### src/rtl/assert_macros.svh
// Assertion macros shared by the pulse channel RTL.
`ifndef ASSERT_MACROS_SVH
`define ASSERT_MACROS_SVH

// Property that must hold on every clock edge outside reset.
`define PCTS_ASSERT(label, prop, msg) \
    label: assert property (@(posedge i_clk) disable iff (!i_rst_n) prop) \
        else $error(msg);

// Implication checked on the following clock edge.
`define PCTS_ASSERT_NEXT(label, cond, prop, msg) \
    label: assert property (@(posedge i_clk) disable iff (!i_rst_n) (cond) |=> (prop)) \
        else $error(msg);

`endif

### src/rtl/pcts_pkg.sv
// Types, codes and sweep target helpers for the pulse channel core.
package pcts_pkg;

    localparam int OP_W     = 2;
    localparam int REG_W    = 2;
    localparam int DATA_W   = 8;
    localparam int PERIOD_W = 11;
    localparam int STEP_W   = 3;
    localparam int LEN_W    = 5;
    localparam int CFG_IDX_W  = 1;
    localparam int CFG_DATA_W = 32;

    localparam logic [OP_W-1:0] OP_WRITE = 2'd0;
    localparam logic [OP_W-1:0] OP_TIMER = 2'd1;
    localparam logic [OP_W-1:0] OP_SWEEP = 2'd2;

    localparam logic [REG_W-1:0] REG_DUTY    = 2'd0;
    localparam logic [REG_W-1:0] REG_SWEEP   = 2'd1;
    localparam logic [REG_W-1:0] REG_TIMER_L = 2'd2;
    localparam logic [REG_W-1:0] REG_TIMER_H = 2'd3;

    localparam logic [CFG_IDX_W-1:0] CFG_CHANNEL_TWO = 1'd0;
    localparam logic [CFG_IDX_W-1:0] CFG_DUTY_TABLE  = 1'd1;

    localparam logic [CFG_DATA_W-1:0] DUTY_TABLE_RESET = 32'hF91E_0602;
    localparam logic [PERIOD_W-1:0]   MIN_PERIOD       = 11'd8;

    typedef struct packed {
        logic [OP_W-1:0]   operation;
        logic [REG_W-1:0]  reg_index;
        logic [DATA_W-1:0] write_data;
    } t_in_beat;

    typedef struct packed {
        logic                pulse_gate;
        logic                sweep_muted;
        logic [STEP_W-1:0]   duty_position;
        logic [PERIOD_W-1:0] period_now;
        logic                length_load_valid;
        logic [LEN_W-1:0]    length_load_index;
        logic                envelope_restart;
    } t_out_beat;

    // Sweep target, one bit wider than the period; negative clamps to zero.
    function automatic logic [PERIOD_W:0] pcts_target(
        input logic [PERIOD_W-1:0] period,
        input logic [2:0]          shift,
        input logic                subtract,
        input logic                chan_two
    );
        logic [PERIOD_W-1:0] change;
        logic [PERIOD_W:0]   sub;
        logic [PERIOD_W:0]   result;
        change = period >> shift;
        sub    = {1'b0, change} + {{PERIOD_W{1'b0}}, ~chan_two};
        if (subtract) begin
            if (sub > {1'b0, period}) begin
                result = '0;
            end else begin
                result = {1'b0, period} - sub;
            end
        end else begin
            result = {1'b0, period} + {1'b0, change};
        end
        return result;
    endfunction

    function automatic logic pcts_muted(
        input logic [PERIOD_W-1:0] period,
        input logic [PERIOD_W:0]   target
    );
        return (period < MIN_PERIOD) || target[PERIOD_W];
    endfunction

endpackage

### src/rtl/pcts_if.sv
// Channel interfaces of the pulse channel core: item in, result out, config write.
interface pcts_in_if import pcts_pkg::*; ();
    logic              valid;
    logic              ready;
    logic [OP_W-1:0]   operation;
    logic [REG_W-1:0]  reg_index;
    logic [DATA_W-1:0] write_data;

    modport source (output valid, output operation, output reg_index, output write_data,
                    input ready);
    modport sink   (input valid, input operation, input reg_index, input write_data,
                    output ready);
endinterface

interface pcts_out_if import pcts_pkg::*; ();
    logic                valid;
    logic                ready;
    logic                pulse_gate;
    logic                sweep_muted;
    logic [STEP_W-1:0]   duty_position;
    logic [PERIOD_W-1:0] period_now;
    logic                length_load_valid;
    logic [LEN_W-1:0]    length_load_index;
    logic                envelope_restart;

    modport source (output valid, output pulse_gate, output sweep_muted,
                    output duty_position, output period_now, output length_load_valid,
                    output length_load_index, output envelope_restart, input ready);
    modport sink   (input valid, input pulse_gate, input sweep_muted,
                    input duty_position, input period_now, input length_load_valid,
                    input length_load_index, input envelope_restart, output ready);
endinterface

interface pcts_cfg_if import pcts_pkg::*; ();
    logic                  valid;
    logic                  ready;
    logic [CFG_IDX_W-1:0]  index;
    logic [CFG_DATA_W-1:0] data;

    modport source (output valid, output index, output data, input ready);
    modport sink   (input valid, input index, input data, output ready);
endinterface

### src/rtl/pulse_channel_timer_duty_sweep.sv
// Pulse channel core: period timer, duty sequencer and sweep unit.
//
// Channels: i_in takes one beat per item (register write, timer tick or
// sweep tick); o_out gives one result beat per item; i_cfg writes the
// channel_two flag (index 0) and the duty pattern table (index 1), and is
// always ready. Config is to be written by the user only while no item is
// in flight; the block does not enforce this. An accepted item goes into
// the input register, then its result into the result register. Throughput:
// one item per cycle while o_out.ready is high, set by the combinational
// next-state logic between the two registers (one shift, two 12-bit adds
// and one compare per target evaluation). The input register takes a beat
// while a result waits; i_in.ready drops only when both registers hold beats
// and o_out.ready is low. Reset (i_rst_n low at an edge) clears all channel
// state to zero, restores the default duty table and empties both registers.
module pulse_channel_timer_duty_sweep import pcts_pkg::*; (
    input  logic i_clk,
    input  logic i_rst_n,
    pcts_in_if.sink    i_in,
    pcts_out_if.source o_out,
    pcts_cfg_if.sink   i_cfg
);

`include "assert_macros.svh"

    logic                  r_channel_two;
    logic [CFG_DATA_W-1:0] r_duty_table;

    logic [1:0]          r_duty_sel,   n_duty_sel;
    logic                r_sweep_on,   n_sweep_on;
    logic [2:0]          r_reload_per, n_reload_per;
    logic                r_subtract,   n_subtract;
    logic [2:0]          r_shift,      n_shift;
    logic                r_pending,    n_pending;
    logic [2:0]          r_sweep_cd,   n_sweep_cd;
    logic [PERIOD_W-1:0] r_period,     n_period;
    logic [PERIOD_W-1:0] r_timer_cd,   n_timer_cd;
    logic [STEP_W-1:0]   r_step,       n_step;

    logic      r_in_valid;
    t_in_beat  r_in;
    logic      r_out_valid;
    t_out_beat r_out;
    t_out_beat n_out;

    logic move;

    assign move       = r_in_valid && (!r_out_valid || o_out.ready);
    assign i_in.ready = !r_in_valid || move;
    assign i_cfg.ready = 1'b1;

    assign o_out.valid             = r_out_valid;
    assign o_out.pulse_gate        = r_out.pulse_gate;
    assign o_out.sweep_muted       = r_out.sweep_muted;
    assign o_out.duty_position     = r_out.duty_position;
    assign o_out.period_now        = r_out.period_now;
    assign o_out.length_load_valid = r_out.length_load_valid;
    assign o_out.length_load_index = r_out.length_load_index;
    assign o_out.envelope_restart  = r_out.envelope_restart;

    always_comb begin
        logic [PERIOD_W:0] old_tgt;
        logic              old_muted;
        logic [PERIOD_W:0] new_tgt;
        logic              new_muted;

        n_duty_sel   = r_duty_sel;
        n_sweep_on   = r_sweep_on;
        n_reload_per = r_reload_per;
        n_subtract   = r_subtract;
        n_shift      = r_shift;
        n_pending    = r_pending;
        n_sweep_cd   = r_sweep_cd;
        n_period     = r_period;
        n_timer_cd   = r_timer_cd;
        n_step       = r_step;
        n_out.length_load_valid = 1'b0;
        n_out.length_load_index = '0;
        n_out.envelope_restart  = 1'b0;

        old_tgt   = pcts_target(r_period, r_shift, r_subtract, r_channel_two);
        old_muted = pcts_muted(r_period, old_tgt);

        case (r_in.operation)
            OP_WRITE: begin
                case (r_in.reg_index)
                    REG_DUTY: begin
                        n_duty_sel = r_in.write_data[7:6];
                    end
                    REG_SWEEP: begin
                        n_sweep_on   = r_in.write_data[7];
                        n_reload_per = r_in.write_data[6:4];
                        n_subtract   = r_in.write_data[3];
                        n_shift      = r_in.write_data[2:0];
                        n_pending    = 1'b1;
                    end
                    REG_TIMER_L: begin
                        n_period[7:0] = r_in.write_data;
                    end
                    REG_TIMER_H: begin
                        n_period[10:8] = r_in.write_data[2:0];
                        n_step         = '0;
                        n_out.length_load_valid = 1'b1;
                        n_out.length_load_index = r_in.write_data[7:3];
                        n_out.envelope_restart  = 1'b1;
                    end
                    default: begin
                        n_duty_sel = r_duty_sel;
                    end
                endcase
            end
            OP_TIMER: begin
                if (r_timer_cd == '0) begin
                    n_timer_cd = r_period;
                    n_step     = r_step + 3'd1;
                end else begin
                    n_timer_cd = r_timer_cd - 11'd1;
                end
            end
            OP_SWEEP: begin
                if (r_sweep_cd == '0 && r_sweep_on && r_shift != '0 && !old_muted) begin
                    n_period = old_tgt[PERIOD_W-1:0];
                end
                if (r_sweep_cd == '0 || r_pending) begin
                    n_sweep_cd = r_reload_per;
                    n_pending  = 1'b0;
                end else begin
                    n_sweep_cd = r_sweep_cd - 3'd1;
                end
            end
            default: begin
                n_step = r_step;
            end
        endcase

        new_tgt   = pcts_target(n_period, n_shift, n_subtract, r_channel_two);
        new_muted = pcts_muted(n_period, new_tgt);

        n_out.sweep_muted   = new_muted;
        n_out.pulse_gate    = r_duty_table[{n_duty_sel, n_step}] && !new_muted;
        n_out.duty_position = n_step;
        n_out.period_now    = n_period;
    end

    always_ff @(posedge i_clk) begin
        if (!i_rst_n) begin
            r_channel_two <= 1'b0;
            r_duty_table  <= DUTY_TABLE_RESET;
            r_duty_sel    <= '0;
            r_sweep_on    <= 1'b0;
            r_reload_per  <= '0;
            r_subtract    <= 1'b0;
            r_shift       <= '0;
            r_pending     <= 1'b0;
            r_sweep_cd    <= '0;
            r_period      <= '0;
            r_timer_cd    <= '0;
            r_step        <= '0;
            r_in_valid    <= 1'b0;
            r_out_valid   <= 1'b0;
        end else begin
            if (i_cfg.valid) begin
                case (i_cfg.index)
                    CFG_CHANNEL_TWO: r_channel_two <= i_cfg.data[0];
                    CFG_DUTY_TABLE:  r_duty_table  <= i_cfg.data;
                    default:         r_duty_table  <= r_duty_table;
                endcase
            end
            if (i_in.ready) begin
                r_in_valid <= i_in.valid;
            end
            if (move) begin
                r_duty_sel   <= n_duty_sel;
                r_sweep_on   <= n_sweep_on;
                r_reload_per <= n_reload_per;
                r_subtract   <= n_subtract;
                r_shift      <= n_shift;
                r_pending    <= n_pending;
                r_sweep_cd   <= n_sweep_cd;
                r_period     <= n_period;
                r_timer_cd   <= n_timer_cd;
                r_step       <= n_step;
                r_out_valid  <= 1'b1;
            end else if (o_out.ready) begin
                r_out_valid  <= 1'b0;
            end
        end
    end

    always_ff @(posedge i_clk) begin
        if (i_in.ready && i_in.valid) begin
            r_in.operation  <= i_in.operation;
            r_in.reg_index  <= i_in.reg_index;
            r_in.write_data <= i_in.write_data;
        end
        if (move) begin
            r_out <= n_out;
        end
    end

    `PCTS_ASSERT_NEXT(a_period_hold, !move, $stable(r_period), "period changed without an item")
    `PCTS_ASSERT_NEXT(a_step_restart,
        move && r_in.operation == OP_WRITE && r_in.reg_index == REG_TIMER_H,
        r_step == '0, "sequencer not restarted by period high write")
    `PCTS_ASSERT_NEXT(a_timer_count,
        move && r_in.operation == OP_TIMER && r_timer_cd != '0,
        r_timer_cd == $past(r_timer_cd) - 11'd1, "timer countdown skipped")
    `PCTS_ASSERT(a_out_from_move, $rose(r_out_valid) |-> $past(move),
        "result beat without a processed item")

endmodule

### src/flat_wrapper.sv
// flat-port wrapper written by rule: the top's interface ports become plain ports
module pulse_channel_timer_duty_sweep_flat import pcts_pkg::*;
  (i_clk, i_rst_n, i_in_valid, i_in_operation, i_in_reg_index, i_in_write_data, i_in_ready, o_out_valid, o_out_pulse_gate, o_out_sweep_muted, o_out_duty_position, o_out_period_now, o_out_length_load_valid, o_out_length_load_index, o_out_envelope_restart, o_out_ready, i_cfg_valid, i_cfg_index, i_cfg_data, i_cfg_ready);
  pcts_in_if i_in_i ();
  pcts_out_if o_out_i ();
  pcts_cfg_if i_cfg_i ();
  input  logic i_clk;
  input  logic i_rst_n;
  input wire logic [$bits(i_in_i.valid)-1:0] i_in_valid;
  input wire logic [$bits(i_in_i.operation)-1:0] i_in_operation;
  input wire logic [$bits(i_in_i.reg_index)-1:0] i_in_reg_index;
  input wire logic [$bits(i_in_i.write_data)-1:0] i_in_write_data;
  output wire logic [$bits(i_in_i.ready)-1:0] i_in_ready;
  output wire logic [$bits(o_out_i.valid)-1:0] o_out_valid;
  output wire logic [$bits(o_out_i.pulse_gate)-1:0] o_out_pulse_gate;
  output wire logic [$bits(o_out_i.sweep_muted)-1:0] o_out_sweep_muted;
  output wire logic [$bits(o_out_i.duty_position)-1:0] o_out_duty_position;
  output wire logic [$bits(o_out_i.period_now)-1:0] o_out_period_now;
  output wire logic [$bits(o_out_i.length_load_valid)-1:0] o_out_length_load_valid;
  output wire logic [$bits(o_out_i.length_load_index)-1:0] o_out_length_load_index;
  output wire logic [$bits(o_out_i.envelope_restart)-1:0] o_out_envelope_restart;
  input wire logic [$bits(o_out_i.ready)-1:0] o_out_ready;
  input wire logic [$bits(i_cfg_i.valid)-1:0] i_cfg_valid;
  input wire logic [$bits(i_cfg_i.index)-1:0] i_cfg_index;
  input wire logic [$bits(i_cfg_i.data)-1:0] i_cfg_data;
  output wire logic [$bits(i_cfg_i.ready)-1:0] i_cfg_ready;
  assign i_in_i.valid = i_in_valid;
  assign i_in_i.operation = i_in_operation;
  assign i_in_i.reg_index = i_in_reg_index;
  assign i_in_i.write_data = i_in_write_data;
  assign i_in_ready = i_in_i.ready;
  assign o_out_valid = o_out_i.valid;
  assign o_out_pulse_gate = o_out_i.pulse_gate;
  assign o_out_sweep_muted = o_out_i.sweep_muted;
  assign o_out_duty_position = o_out_i.duty_position;
  assign o_out_period_now = o_out_i.period_now;
  assign o_out_length_load_valid = o_out_i.length_load_valid;
  assign o_out_length_load_index = o_out_i.length_load_index;
  assign o_out_envelope_restart = o_out_i.envelope_restart;
  assign o_out_i.ready = o_out_ready;
  assign i_cfg_i.valid = i_cfg_valid;
  assign i_cfg_i.index = i_cfg_index;
  assign i_cfg_i.data = i_cfg_data;
  assign i_cfg_ready = i_cfg_i.ready;
  pulse_channel_timer_duty_sweep u_core (.i_clk(i_clk), .i_rst_n(i_rst_n), .i_in(i_in_i), .o_out(o_out_i), .i_cfg(i_cfg_i));
endmodule
### config.mk
export PLATFORM = sky130hd
export DESIGN_NAME = pulse_channel_timer_duty_sweep_flat
export DESIGN_NICKNAME = d
export VERILOG_FILES = /design/src/rtl/pcts_pkg.sv /design/src/rtl/pcts_if.sv /design/src/rtl/pulse_channel_timer_duty_sweep.sv /design/src/flat_wrapper.sv
export VERILOG_INCLUDE_DIRS = /design/src /design/src/rtl
export SDC_FILE = /design/constraint.sdc
export NUM_CORES = 1
export LEC_CHECK = 0
export BUFFER_PORTS_ARGS = -buffer_cell sky130_fd_sc_hd__buf_2
export CAP_MARGIN = 20
export CORE_MARGIN = 2
export CORE_UTILIZATION = 45
export CTS_BUF_LIST = sky130_fd_sc_hd__clkbuf_16
export DETAILED_ROUTE_END_ITERATION = 8
export GPL_TIMING_DRIVEN = 1
export HOLD_SLACK_MARGIN = 0.03
export PLACE_DENSITY = 0.74
export SYNTH_ARGS = -nofsm -noshare
export SYNTH_HDL_FRONTEND = slang
export SYNTH_SLANG_ARGS = --single-unit
### constraint.sdc
create_clock -name i_clk -period 19 [get_ports i_clk]
set_input_delay 1.9 -clock i_clk [delete_from_list [all_inputs] [get_ports i_clk]]
set_output_delay 1.9 -clock i_clk [all_outputs]
set_load 0.03 [all_outputs]
; Yosys cells after proc, flatten, opt, wreduce, memory -nomap -nowiden
; Index checks and enable logic that the tools add are counted.
[word_totals]
regBits = 109
latchBits = 0
ram_bits = 0
rom_bits = 0
in_bits = 50
output_inout_bits = 26
word_cells = 105
n_memories = 0
[op_classes]
n_addsub = 9
n_mul = 0
n_div = 0
n_lt_le_gt_ge = 5
n_eq_ne = 7
shifts = 2
muxes = 27
bitwise = 2
reduce_logical = 29
[ops]
columns = operator, n
row1 = $mux 12, 4
row2 = $add 11x1->12, 2
row3 = $add 11x11->12, 2
row4 = $gt 12x11->1, 2
row5 = $sub 11x12->12, 2
row6 = $lt 11x4->1 const B, 2
row7 = $mux 11, 2
row8 = $pmux 11 s2, 1
row9 = $shr 11x3->11, 2
row10 = $mux 3, 6
row11 = $logic_not 11->1, 1
row12 = $sub 11x1->11 const B, 1
row13 = $reduce_and 2->1, 5
row14 = $mux 8, 1
row15 = $mux 1, 7
row16 = $mux 7, 1
row17 = $eq 2x2->1 const B, 3
row18 = $logic_and 1x1->1, 6
row19 = $lt 5x6->1 const B, 1
row20 = $pmux 3 s2, 1
row21 = $bmux 1 s5, 1
row22 = $logic_or 1x1->1, 5
row23 = $eq 2x1->1 const B, 2
row24 = $logic_not 1->1, 4
row25 = other kinds (13), 17

; Depth between registers and ports, before layout
[depth]
ltp_word = 18
mapped_depth = 33

; Least setup slack after synthesis
; Ideal clock, no wire load.
[synth_timing]
path_type = register to register
startpoint = register u_core.r_shift[0]
endpoint = register u_core.r_out, in the netlist u_core.o_out.sweep_muted, data pin
t_arrival_ps = 6144
required_ps = 18745
path_slack_ps = 12602
stages_incl_launch_ff = 31
path_buffers = 3
period_less_slack_ps = 6398
path_cell_list = dfxtp_1 buf_6 buf_6 clkbuf_1 mux2_2 a21oi_1 o21ai_0 ha_1 inv_1 or2_2 o221ai_2 and2_1 nand3_1 xor2_1 ha_1 and3_1 o2111ai_1 a21boi_0 o41ai_4 a21oi_2 o221ai_2 mux2i_1 mux2i_1 o22ai_1 ha_1 a21o_1 a211o_1 a2111oi_0 nand2_1 a41o_1 and2_1
[synth_rtl]
columns = item, line
row1 = "start, declared", pulse_channel_timer_duty_sweep.sv:32  ; logic [2:0] r_shift, n_shift;
row2 = "start signal, assigned", pulse_channel_timer_duty_sweep.sv:176  ; r_shift <= n_shift;
row3 = "end signal, assigned", pulse_channel_timer_duty_sweep.sv:196  ; r_out <= n_out;
row4 = "end, declared", pulse_channel_timer_duty_sweep.sv:42  ; t_out_beat r_out;

==> results.json <==
{
  "number_of_synthesized_flops_with_an_enable_pin": 34,
  "drt_pass1_iterations": 5,
  "clock_sinks": 108,
  "synth_fp_nets": 1007,
  "synth_top_flop_cell": "sky130_fd_sc_hd__dfxtp_1",
  "required_ns": 19.11,
  "synth.yosys.seq_area_share_pct": 32.44,
  "final-setup-viol-count": 0,
  "io_buffer_count": 74,
  "total_of_flip_flops_plus_latches_after_synthesis": 108,
  "critPathLaunchType": "flip-flop",
  "dp_hpwl_um": 15030,
  "synthTopCellsByArea": "sky130_fd_sc_hd__dfxtp_1, sky130_fd_sc_hd__edfxtp_1, sky130_fd_sc_hd__nand2_1",
  "grt_first_pass_wirelength_um": 33540,
  "maxSlewHeadroom_pct": 32.28,
  "multiInputGateArea_mm2": 0.004848,
  "global_route.usage.total_pct": 23.02,
  "ff_latch_area_mm2": 0.002502,
  "status": "finished clean",
  "clk_root_buffer_cell": "sky130_fd_sc_hd__clkbuf_16",
  "crit_type": "flip-flop to flip-flop",
  "yosysTopAreaCell": "sky130_fd_sc_hd__dfxtp_1",
  "grt_pass1_vias": 6645,
  "fmaxAchievable_ghz": 0.1323,
  "setup-tns-final_ns": 0,
  "ant_nets": 0,
  "number_of_levels_the_h_tree_was_split_into": 3,
  "postSynthCellCount": 919,
  "synth_top_area_share_pct": 19.21,
  "dieArea_mm2": 0.01820,
  "clk-insertion-delay-late_ns": 0.35,
  "cts_setup_buffers": 0,
  "timing.final.ws_setup_ns": 11.44,
  "syn_area_mm2": 0.007714,
  "gp_routability_congestion": 0.9464,
  "leakagePower_nw": 3.390,
  "timing.max_cap.violations": 0,
  "floorplan.initialDensity_pct": 46.35,
  "antenna_found_initial": 1,
  "worstSetupEndpointType": "flip-flop",
  "final.hold.worst_slack_ns": 0.4645,
  "vdd_ir_drop_max_mv": 0.05113,
  "grt_use_met2_pct": 36.18,
  "holdCritPathClass": "flip-flop to flip-flop",
  "p_per_area_mw_per_mm2": 65.88,
  "critical_path.max_fanout": 23,
  "cts-hold-fix-buffers": 0,
  "synth-warning-count": 0,
  "die_height_um": 134.9,
  "fin_skew_ns": 0.01111,
  "worstMarginPinSlew_ns": 0.9876,
  "timing.final.hold_violations": 0,
  "gr_util_met3_pct": 4.842,
  "maxSlewViolCount": 0,
  "layout.nets": 1049,
  "yosys.cell_types.count": 80,
  "critical_path.slowest_cell": "sky130_fd_sc_hd__dfxtp_1",
  "die_width_um": 134.9,
  "syn_area_per_cell_um2": 8.394,
  "layout.filler_cells": 1544,
  "top_count_cell_post_synth": "sky130_fd_sc_hd__nand2_1",
  "clk_path_buf_depth": 2,
  "routedWlPerCell_um": 17.29,
  "detailroute.via_count": 7067,
  "coreArea_mm2": 0.01664,
  "post_cts_resized": 0,
  "area_growth_syn_to_layout_pct": 10.98,
  "design.portCount": 76,
  "clk_pin_slew_worst_paths_ns": 0.08,
  "total_gr_overflow": 0,
  "post_route_cells_drive_above_1_share_pct": 14.80,
  "unrepaired_setup_endpoints_after_global_routing": "no",
  "drt-vias-per-instance": 5.954,
  "route.detailed.drc": 0,
  "synth_top_cells_by_count": "sky130_fd_sc_hd__nand2_1, sky130_fd_sc_hd__dfxtp_1, sky130_fd_sc_hd__nor2_1",
  "global_route.peak_usage_layer": "met2",
  "worst_path_most_repeated_cell": "sky130_fd_sc_hd__ha_1",
  "post-route-min-period_ns": 7.557,
  "cts_inserted_buffers": 9,
  "gr-usage-met1_pct": 31.13,
  "totalWireLength_um": 20530,
  "cp_slowest_stage_delay_ns": 0.96,
  "fin_crit_sh_pct": 39.77,
  "worstPathArrival_ns": 7.66,
  "async_flop_share_pct": 0,
  "pin_count_of_the_biggest_net_entering_global_routing": 75,
  "rows": 47,
  "place_ws_ns": 11.59,
  "cts_tree": "yes",
  "initialDrtViolationCount": 524
}
==> critical path, delay by kind of cell, from the launching register on <==
kind            cells  cell delay (ns)
flops               1             0.96
compound gates     12             3.18
simple gates        7             1.13
buf+inv             1             0.08
xor+xnor            1             0.18
mux                 4             0.91
fa+ha+maj           3             0.87
==> report_power, final <==
group | internal (mW) | leakage, nW | total [mW] | switching [mW]
Combinational | 0.0420 | 2.30 | 0.108 | 0.0664
Sequential | 0.248 | 0.927 | 0.257 | 0.00861
Clock | 0.111 | 0.162 | 0.199 | 0.0870
==> area by class of cell <==
class | count | area share, %
repair buffers | 85 | 5.642
well taps | 220 | 3.215
flip-flops and latches | 108 | 29.23
inverters | 35 | 1.535
clock inverters | 6 | 0.7892
diodes | 1 | 0.02923
clock buffers | 10 | 2.923
multi-input cells | 722 | 56.64
==> worst paths after layout <==
check / start / to / slack [ns] / cells after the start
setup reg to reg: u_core.r_shift[0] / u_core.o_out.sweep_muted / 11.44 / 28
hold reg to reg: u_core.r_duty_table[8] / u_core.r_duty_table[8] / 0.46 / 2
hold / removal: u_core.r_duty_table[8] / u_core.r_duty_table[8] / 0.46 / 2
setup / recovery: u_core.r_shift[0] / u_core.o_out.sweep_muted / 11.44 / 28
==> cell families after synthesis <==
group	count (synthesis)	synth area share [%]
adder cells (fa/ha/maj)	38	6.358
flip-flops	108	32.44
AO/OA/AOI/OAI	255	23.68
XOR/XNOR	16	1.817
buffers and inverters	89	4.752
other	1	0.04862
multiplexers	68	9.684
AND/OR/NAND/NOR	344	21.22
==> sequential cells by signal (all words and copies together) (netlist names), 2 cells and up <==
signal                          flops
u_core.o_out.period_now            11
u_core.r_shift                      3
u_core.r_period                    11
u_core.o_out.length_load_index      5
u_core.r_reload_per                 3
u_core.r_step                       3
u_core.r_duty_sel                   2
u_core.r_in                        12
u_core.r_duty_table                32
u_core.r_timer_cd                  11
u_core.r_sweep_cd                   3
u_core.o_out.duty_position          3
==> layout by cell type (no fill, tap or decap), types with 5 or more instances in the layout <==
| cell | n |
|---|---|
| sky130_fd_sc_hd__a211oi_1 | 10 |
| sky130_fd_sc_hd__a21boi_0 | 39 |
| sky130_fd_sc_hd__a21o_1 | 10 |
| sky130_fd_sc_hd__a21oi_1 | 37 |
| sky130_fd_sc_hd__a31oi_1 | 7 |
| sky130_fd_sc_hd__and2_1 | 22 |
| sky130_fd_sc_hd__and3_1 | 5 |
| sky130_fd_sc_hd__buf_2 | 74 |
| sky130_fd_sc_hd__buf_4 | 9 |
| sky130_fd_sc_hd__clkbuf_16 | 11 |
| sky130_fd_sc_hd__dfxtp_1 | 74 |
| sky130_fd_sc_hd__edfxtp_1 | 34 |
| sky130_fd_sc_hd__ha_1 | 36 |
| sky130_fd_sc_hd__inv_1 | 35 |
| sky130_fd_sc_hd__mux2_2 | 13 |
| sky130_fd_sc_hd__mux2i_1 | 49 |
| sky130_fd_sc_hd__nand2_1 | 144 |
| sky130_fd_sc_hd__nand2b_1 | 14 |
| sky130_fd_sc_hd__nand3_1 | 36 |
| sky130_fd_sc_hd__nor2_1 | 55 |
| sky130_fd_sc_hd__nor2b_1 | 18 |
| sky130_fd_sc_hd__nor3_1 | 16 |
| sky130_fd_sc_hd__o211ai_1 | 12 |
| sky130_fd_sc_hd__o21a_1 | 5 |
| sky130_fd_sc_hd__o21ai_0 | 53 |
| sky130_fd_sc_hd__o221ai_1 | 5 |
| sky130_fd_sc_hd__o221ai_2 | 5 |
| sky130_fd_sc_hd__o22ai_1 | 8 |
| sky130_fd_sc_hd__o31a_1 | 5 |
| sky130_fd_sc_hd__o32a_1 | 5 |
| sky130_fd_sc_hd__or4_1 | 6 |
| sky130_fd_sc_hd__xnor2_1 | 6 |
| sky130_fd_sc_hd__xor2_1 | 10 |
==> layer usage <==
metal,routed length [um],vias to the layer above,part of all wire (%)
met5,0,-,0
met4,561,0,2.7
met3,1565,48,7.6
met2,9305,318,45
met1,9095,3258,44
li1,-,3443,-
==> through the flow <==
| stage | cells | area, um2 | power (mW) | util, % |
|---|---|---|---|---|
| after global placement | 1168 | 8195 | 0.3665 | 49.24 |
| final | 1187 | 8561 | 0.5640 | 51.44 |
| after detailed placement | 1168 | 8195 | 0.3677 | 49.24 |
| after global routing | 1186 | 8558 | 0.5886 | 51.42 |
| after floorplan | 919 | 7714 | 0.3371 | - |
| after CTS | 1184 | 8513 | 0.5650 | 51.15 |
Power figures use the tool's default switching activity.
